--- src/rtl/core/u8sd_pkg.sv ---
// Shared types and constants of the byte-serial UTF-8 stream decoder.
`default_nettype none

package u8sd_pkg;

    // Widths of the payload fields.
    localparam int unsigned BYTE_W   = 8;
    localparam int unsigned CP_W     = 21;
    localparam int unsigned LEN_W    = 3;
    localparam int unsigned STATUS_W = 2;
    localparam int unsigned LEFT_W   = 2;

    // Largest Unicode scalar value.
    localparam logic [CP_W-1:0] CP_MAX = 21'h10FFFF;

    // Result status codes.
    typedef enum logic [STATUS_W-1:0] {
        ST_OK      = 2'd0,
        ST_BADLEAD = 2'd1,
        ST_BADCONT = 2'd2,
        ST_RANGE   = 2'd3
    } status_t;

    // Sequence lengths.
    localparam logic [LEN_W-1:0] LEN_1 = 3'd1;
    localparam logic [LEN_W-1:0] LEN_2 = 3'd2;
    localparam logic [LEN_W-1:0] LEN_3 = 3'd3;
    localparam logic [LEN_W-1:0] LEN_4 = 3'd4;

    // One decoded result as held in the output stages.
    typedef struct packed {
        logic [CP_W-1:0]  code_point;
        logic [LEN_W-1:0] seq_length;
        status_t          status;
    } result_t;

endpackage : u8sd_pkg

`default_nettype wire

--- src/rtl/core/utf8_stream_decoder.sv ---
// Top level of the byte-serial UTF-8 stream decoder.
//
//  Channel | Direction | Handshake           | Payload
//  --------+-----------+---------------------+----------------------------------------------
//  input   | in        | in_valid / in_stall | in_byte[7:0]
//  output  | out       | out_valid/out_stall | code_point[20:0], seq_length[2:0], status[1:0]
//
// One byte is taken in every cycle while in_stall is low; the sequence state updates
// in the cycle of the transfer. The result of the byte that ends a sequence is registered.
// A skid register behind the output register keeps input flowing for one stalled result;
// the input stalls only while that skid register is full.
// Reset (rst_n, asynchronous, active low) closes any open sequence and empties both stages.
`default_nettype none

module utf8_stream_decoder
    import u8sd_pkg::*;
(
    input  wire logic                clk,
    input  wire logic                rst_n,

    input  wire logic                in_valid,
    output logic                     in_stall,
    input  wire logic [BYTE_W-1:0]   in_byte,

    output logic                     out_valid,
    input  wire logic                out_stall,
    output logic [CP_W-1:0]          code_point,
    output logic [LEN_W-1:0]         seq_length,
    output logic [STATUS_W-1:0]      status
);

    // Sequence state.
    logic [LEFT_W-1:0] bytes_left_reg, bytes_left_next;
    logic [CP_W-1:0]   acc_reg, acc_next;
    logic              cont_err_reg, cont_err_next;
    logic [LEN_W-1:0]  open_len_reg, open_len_next;

    // Output and skid stages.
    logic    out_valid_reg;
    result_t out_data_reg;
    logic    skid_valid_reg;
    result_t skid_data_reg;

    // Result produced by the current transfer.
    logic    res_valid;
    result_t res;

    logic in_xfer;
    logic out_xfer;
    logic bad_cont;
    logic [CP_W-1:0] acc_shift;

    assign in_stall = skid_valid_reg;
    assign in_xfer  = in_valid && !skid_valid_reg;
    assign out_xfer = out_valid_reg && !out_stall;

    assign bad_cont  = (in_byte[7:6] != 2'b10);
    assign acc_shift = {acc_reg[CP_W-7:0], in_byte[5:0]};

    // Decode of one byte against the open sequence.
    always_comb
    begin
        bytes_left_next = bytes_left_reg;
        acc_next        = acc_reg;
        cont_err_next   = cont_err_reg;
        open_len_next   = open_len_reg;
        res_valid       = 1'b0;
        res.code_point  = '0;
        res.seq_length  = LEN_1;
        res.status      = ST_OK;

        if (bytes_left_reg == '0)
        begin
            priority if (!in_byte[7])
            begin
                res_valid      = 1'b1;
                res.code_point = {{(CP_W-BYTE_W){1'b0}}, in_byte};
            end
            else if (in_byte[7:6] == 2'b10)
            begin
                res_valid  = 1'b1;
                res.status = ST_BADLEAD;
            end
            else if (in_byte[7:5] == 3'b110)
            begin
                acc_next        = {{(CP_W-5){1'b0}}, in_byte[4:0]};
                bytes_left_next = LEFT_W'(1);
                open_len_next   = LEN_2;
                cont_err_next   = 1'b0;
            end
            else if (in_byte[7:4] == 4'b1110)
            begin
                acc_next        = {{(CP_W-4){1'b0}}, in_byte[3:0]};
                bytes_left_next = LEFT_W'(2);
                open_len_next   = LEN_3;
                cont_err_next   = 1'b0;
            end
            else if (in_byte[7:3] == 5'b11110)
            begin
                acc_next        = {{(CP_W-3){1'b0}}, in_byte[2:0]};
                bytes_left_next = LEFT_W'(3);
                open_len_next   = LEN_4;
                cont_err_next   = 1'b0;
            end
            else
            begin
                res_valid  = 1'b1;
                res.status = ST_BADLEAD;
            end
        end
        else
        begin
            bytes_left_next = bytes_left_reg - LEFT_W'(1);
            acc_next        = acc_shift;
            cont_err_next   = cont_err_reg | bad_cont;
            if (bytes_left_reg == LEFT_W'(1))
            begin
                // Last byte: report and close the sequence.
                res_valid      = 1'b1;
                res.seq_length = open_len_reg;
                priority if (cont_err_reg || bad_cont)
                begin
                    res.status = ST_BADCONT;
                end
                else if (acc_shift > CP_MAX)
                begin
                    res.status = ST_RANGE;
                end
                else
                begin
                    res.code_point = acc_shift;
                end
                acc_next      = '0;
                cont_err_next = 1'b0;
                open_len_next = '0;
            end
        end
    end

    // Sequence state advances on each input transfer.
    always_ff @(posedge clk or negedge rst_n)
    begin
        if (!rst_n)
        begin
            bytes_left_reg <= '0;
            acc_reg        <= '0;
            cont_err_reg   <= 1'b0;
            open_len_reg   <= '0;
        end
        else if (in_xfer)
        begin
            bytes_left_reg <= bytes_left_next;
            acc_reg        <= acc_next;
            cont_err_reg   <= cont_err_next;
            open_len_reg   <= open_len_next;
        end
    end

    // Output register with a skid register behind it.
    always_ff @(posedge clk or negedge rst_n)
    begin
        if (!rst_n)
        begin
            out_valid_reg  <= 1'b0;
            skid_valid_reg <= 1'b0;
        end
        else if (skid_valid_reg)
        begin
            if (out_xfer)
            begin
                skid_valid_reg <= 1'b0;
            end
        end
        else if (out_valid_reg && !out_xfer)
        begin
            skid_valid_reg <= in_xfer && res_valid;
        end
        else
        begin
            out_valid_reg <= in_xfer && res_valid;
        end
    end

    // Payload of the two stages; no reset needed.
    always_ff @(posedge clk)
    begin
        if (skid_valid_reg)
        begin
            if (out_xfer)
            begin
                out_data_reg <= skid_data_reg;
            end
        end
        else if (out_valid_reg && !out_xfer)
        begin
            skid_data_reg <= res;
        end
        else
        begin
            out_data_reg <= res;
        end
    end

    assign out_valid  = out_valid_reg;
    assign code_point = out_data_reg.code_point;
    assign seq_length = out_data_reg.seq_length;
    assign status     = out_data_reg.status;

    // The skid register only fills behind a held result.
    a_skid_behind_out: assert property (@(posedge clk) disable iff (!rst_n)
        skid_valid_reg |-> out_valid_reg)
        else $error("skid register full with output register empty");

    // Any error result carries a zero code point.
    a_err_zero_cp: assert property (@(posedge clk) disable iff (!rst_n)
        (out_valid_reg && out_data_reg.status != ST_OK)
            |-> (out_data_reg.code_point == '0))
        else $error("error result with non-zero code point");

    // A range error can only close a four-byte sequence.
    a_range_len4: assert property (@(posedge clk) disable iff (!rst_n)
        (out_valid_reg && out_data_reg.status == ST_RANGE)
            |-> (out_data_reg.seq_length == LEN_4))
        else $error("range error on a sequence that is not four bytes long");

    // While a sequence is open, fewer bytes remain than its length.
    a_open_len: assert property (@(posedge clk) disable iff (!rst_n)
        (bytes_left_reg != '0) |-> ({1'b0, bytes_left_reg} < open_len_reg))
        else $error("bytes left not below the open sequence length");

endmodule : utf8_stream_decoder

`default_nettype wire
--- config.mk ---
export PLATFORM = sky130hd
export DESIGN_NAME = utf8_stream_decoder
export DESIGN_NICKNAME = d
export VERILOG_FILES = /design/src/rtl/core/u8sd_pkg.sv /design/src/rtl/core/utf8_stream_decoder.sv
export SDC_FILE = /design/constraint.sdc
export NUM_CORES = 1
export LEC_CHECK = 0
export BUFFER_PORTS_ARGS = -buffer_cell sky130_fd_sc_hd__buf_2
export CORE_AREA = 4 4 93 95
export CTS_BUF_LIST = sky130_fd_sc_hd__clkbuf_8
export DETAILED_ROUTE_END_ITERATION = 16
export DIE_AREA = 0 0 97 99
export GPL_TIMING_DRIVEN = 0
export SYNTH_ARGS = -nofsm -noshare
export SYNTH_HDL_FRONTEND = slang
export SYNTH_SLANG_ARGS = --single-unit
--- constraint.sdc ---
create_clock -name clk -period 4.27 [get_ports clk]
set_clock_uncertainty 0.1 [all_clocks]
set_input_delay 1.0675 -clock clk [delete_from_list [all_inputs] [get_ports clk]]
set_output_delay 1.0675 -clock clk [all_outputs]
set_load 0.01 [all_outputs]
==> metrics.sh <==
MULTI_INPUT_GATE_AREA_IN_THE_FINAL_LAYOUT_MM2=0.00109
SYNTH-EDFF-COUNT=52
ROUTED_VIA_DENSITY=5.16
SYNTH_WARNINGS=0
WORST_HOLD_PATH_STARTPOINT='open_len_reg[1]$_DFFE_PN0P_'
SYNTHARSTFLOPSHARE_PCT=30.7
GR-USAGE-ALL-LAYERS_PCT=15.5
SEQ_AREA_MM2=0.00214
YOSYS-TOP-CELLS-AREA='sky130_fd_sc_hd__edfxtp_1 (45%), sky130_fd_sc_hd__dfrtp_1 (17%), sky130_fd_sc_hd__mux2i_1 (5.8%)'
DESIGN.CORE.AREA_MM2=0.00773
POST_SYNTH_INSTANCE_AREA_MM2=0.00344
CTS_TREE='yes'
ANT_NETS=0
FINAL_CELL_COUNT_NO_FILL=429
GRT_MAX_DEGREE=27
GRT.OVERFLOW.TOTAL=0
MIN_PATH_TYPE='flop to flop'
I_O_BUFFERS=37
GRT_FIRST_PASS_WIRELENGTH_UM=11600
NUM_VIAS=2212
FIN_UTIL_PCT=52.0
MIN_DELAY_PATH_DEPTH=1
NUMBER_OF_FLIP_FLOPS_AND_LATCHES_IN_THE_SYNTHESIZED_NETLIST=75
POSTSYNTH.TOPFLOPCELL='sky130_fd_sc_hd__edfxtp_1'
GRT_SETUP_UNREPAIRED='false'
FINALWEIGHTEDCONGESTION=0.820
FINAL.PERIOD_UTILIZATION_PCT=65.6
FINAL.FILL_COUNT=695
SLEW_VIOLATIONS=0
VDD_DROP_MAX_mV=0.245
H-TREE-DEPTH=3
DIE_HEIGHT_UM=99
FLOORPLAN.DIE.WIDTH_UM=97
FIN_TNS_SETUP_PS=0
FINAL_LAYOUT_SIZE_SUFFIX_GT1_SHARE_PCT=26.0
WORST_SETUP_SP_TYPE='flop'
SYNTH_COMPOUND_GATE_AREA_SHARE_PCT=8.66
SYNTH.AREA.MUX_SHARE_PCT=9.43
FF2FF_PATH_DEPTH=4
DRT_PASS1_ITERATIONS=4
CRIT-REG2REG-CAPTURE='skid_data_reg[12]$_DFFE_PP_'
SYNTH_NETS=285
SYNTH_XOR_AREA_SHARE_PCT=0
SYNTH_TOP_CELL_AREA_SHARE_PCT=45.4
SYNTH_TOP_FAMILY_BY_AREA='simple AND/OR/NAND/NOR gates'
IO_PINS=40
WHS_ENDPOINT='open_len_reg[1]$_DFFE_PN0P_'
CTS_INSERTED_BUFFERS=9
RRSETUPSLACK_PS=1470
AREAGROWTHSYNTHTOFINISH_PCT=16.9
RUN_STATUS='finished, final reports clean'
DRCVIOLATIONCOUNT=0
SYNTH_LARGEST_AREA_CELL='sky130_fd_sc_hd__edfxtp_1'
PLACE_INST=413
WORST_SLEW_PIN_SLEW_PS=1260
SETUP_VIOL=0
WORSTPATHREQUIRED_PS=4130
LAYOUT_COMMON_CELLS='sky130_fd_sc_hd__edfxtp_1 (52), sky130_fd_sc_hd__buf_2 (43), sky130_fd_sc_hd__nand2_1 (29)'
CRIT_ARRIVAL_PS=2660
SYNTH-SIMPLE-AREA-SHARE_PCT=13.3
ROWS=32
CTS_RESIZED=0
DP.FINAL_HPWL_UM=4960
P_LEAK_uW=0.00168
NETS=334
CRITPATHCAPTURETYPE='flop'
SYN_INST=273
DRT_ITER0_MARKERS=113
CP_LAUNCH_POINT='in_stall$_DFF_PN0_'
DIE_AREA_MM2=0.00960
SYNTH-ADDER-AREA-SHARE_PCT=0
MAXCLOCKFREQUENCY_GHz=0.357
LARGEST_REGISTER_FFS=26
SYNTH_SEQ_AREA_SHARE_PCT=62.2
INITIAL_CORE_UTIL_PCT=44.5
ANTENNA_FOUND_INITIAL=0
PERIOD_NEEDED_PS=2800
NUMCLOCKSINKS=75
CRITICAL_PATH.REG2REG.STARTPOINT='in_stall$_DFF_PN0_'
SYNTH.AVG_CELL_AREA_UM2=12.6
ANTENNA-DIODE-COUNT=0
YS_TYPES=48
CLOCK_TREE.ROOT_CELL='sky130_fd_sc_hd__clkbuf_8'
CLKTRANSATPATHREGS_PS=80
VIAS_IN_THE_FIRST_GLOBAL_ROUTE=2269
CRITICAL_PATH.MAX_FANOUT=26
FINALHOLDVIOLATIONS=0
ROUTEDWLPERCELL_UM=16.9
MOSTFREQUENTLAYOUTCELL='sky130_fd_sc_hd__edfxtp_1'
INSERTION_DELAY_PS=350
SLEW_HEADROOM_PCT=15.9
MAX_CAP_VIOLATIONS=0
CTS_HOLD_BUFFERS=0
P_PER_AREA_mW_PER_MM2=675
MAX-CLOCK-PATH-BUFFERS=2
TIMING_WORST_SETUP_PATH_TYPE='flop to flop'
ROUTED_WL_UM=7260
POSTCTSSETUPBUFFERS=0
[per-stage QoR]
| step | power [uW] | hold slack (ps) | area (um2) | setup WS, ps |
|---|---|---|---|---|
| after CTS | 2740 | 405 | 4020 | 1430 |
| after detailed placement | 2130 | 387 | 3790 | 1450 |
| after global placement | 2080 | 386 | 3750 | 395 |
| final | 2710 | 400 | 4020 | 1470 |
| after floorplan | 1770 | 372 | 3440 | 1270 |
| after global routing | 2860 | 431 | 4020 | 1280 |
[routing by layer]
layer / global-route usage [%] / vias to the layer above / wire length (um)
li1: - / 1081 / -
met1: 20.6 / 1076 / 3420
met3: 3.96 / 9 / 313
met2: 24.3 / 46 / 3400
met5: 0 / - / 0
met4: 6.16 / 0 / 125
[kinds of logic (layout without fill, tap and decap cells)]
logic type / count (synthesis) / in the layout
compound gates: 39 / 39
buf+inv: 45 / 99
flops: 75 / 75
mux: 31 / 31
simple gates: 83 / 83
[worst max path at each step]
stage,end,depth (start not counted)
2_1_floorplan,code_point[0]$_DFFE_PP_,1
3_3_place_gp,code_point[15]$_DFFE_PP_,2
3_5_place_dp,skid_data_reg[13]$_DFFE_PP_,4
4_1_cts,skid_data_reg[12]$_DFFE_PP_,4
5_1_grt,skid_data_reg[24]$_DFFE_PP_,4
6_report,skid_data_reg[12]$_DFFE_PP_,4
[cell type report]
class                      count  area share (%)
clock inverter                 6            2.21
sequential                    75            53.2
inverter                      27            2.52
buffer                        18            3.02
clock buffer                  10            3.43
multi-input combinational    153            27.1
tap                          102            3.18
timing repair buffer          38            5.30
[where the power goes]
part / total, uW / internal, uW / switching [uW]
Combinational: 888 / 346 / 543
Sequential: 1210 / 1100 / 102
Clock: 615 / 346 / 269
Total: 2710 / 1800 / 914
[Yosys cell counts (2+ instances only)]
library cell                count
sky130_fd_sc_hd__a21oi_1        2
sky130_fd_sc_hd__a31oi_1        2
sky130_fd_sc_hd__and2_1         5
sky130_fd_sc_hd__and3_1         5
sky130_fd_sc_hd__buf_2          6
sky130_fd_sc_hd__buf_4          2
sky130_fd_sc_hd__buf_6          3
sky130_fd_sc_hd__clkbuf_1       6
sky130_fd_sc_hd__dfrtp_1       23
sky130_fd_sc_hd__edfxtp_1      52
sky130_fd_sc_hd__inv_1         27
sky130_fd_sc_hd__mux2_2        11
sky130_fd_sc_hd__mux2i_1       20
sky130_fd_sc_hd__nand2_1       29
sky130_fd_sc_hd__nand2b_1       2
sky130_fd_sc_hd__nand4_1       10
sky130_fd_sc_hd__nor2_1         9
sky130_fd_sc_hd__nor2b_1        8
sky130_fd_sc_hd__nor3_1         4
sky130_fd_sc_hd__o21ai_0       17
sky130_fd_sc_hd__o2bb2ai_1      2
sky130_fd_sc_hd__or4_1          2
[critical path, cell delays in order, from the launching register on]
cell and delay [ps]:
sky130_fd_sc_hd__dfrtp_1 380, sky130_fd_sc_hd__buf_2 190, sky130_fd_sc_hd__inv_1 120, sky130_fd_sc_hd__clkbuf_1 500, sky130_fd_sc_hd__and3_1 1110
(Power assumes the default switching activity.)
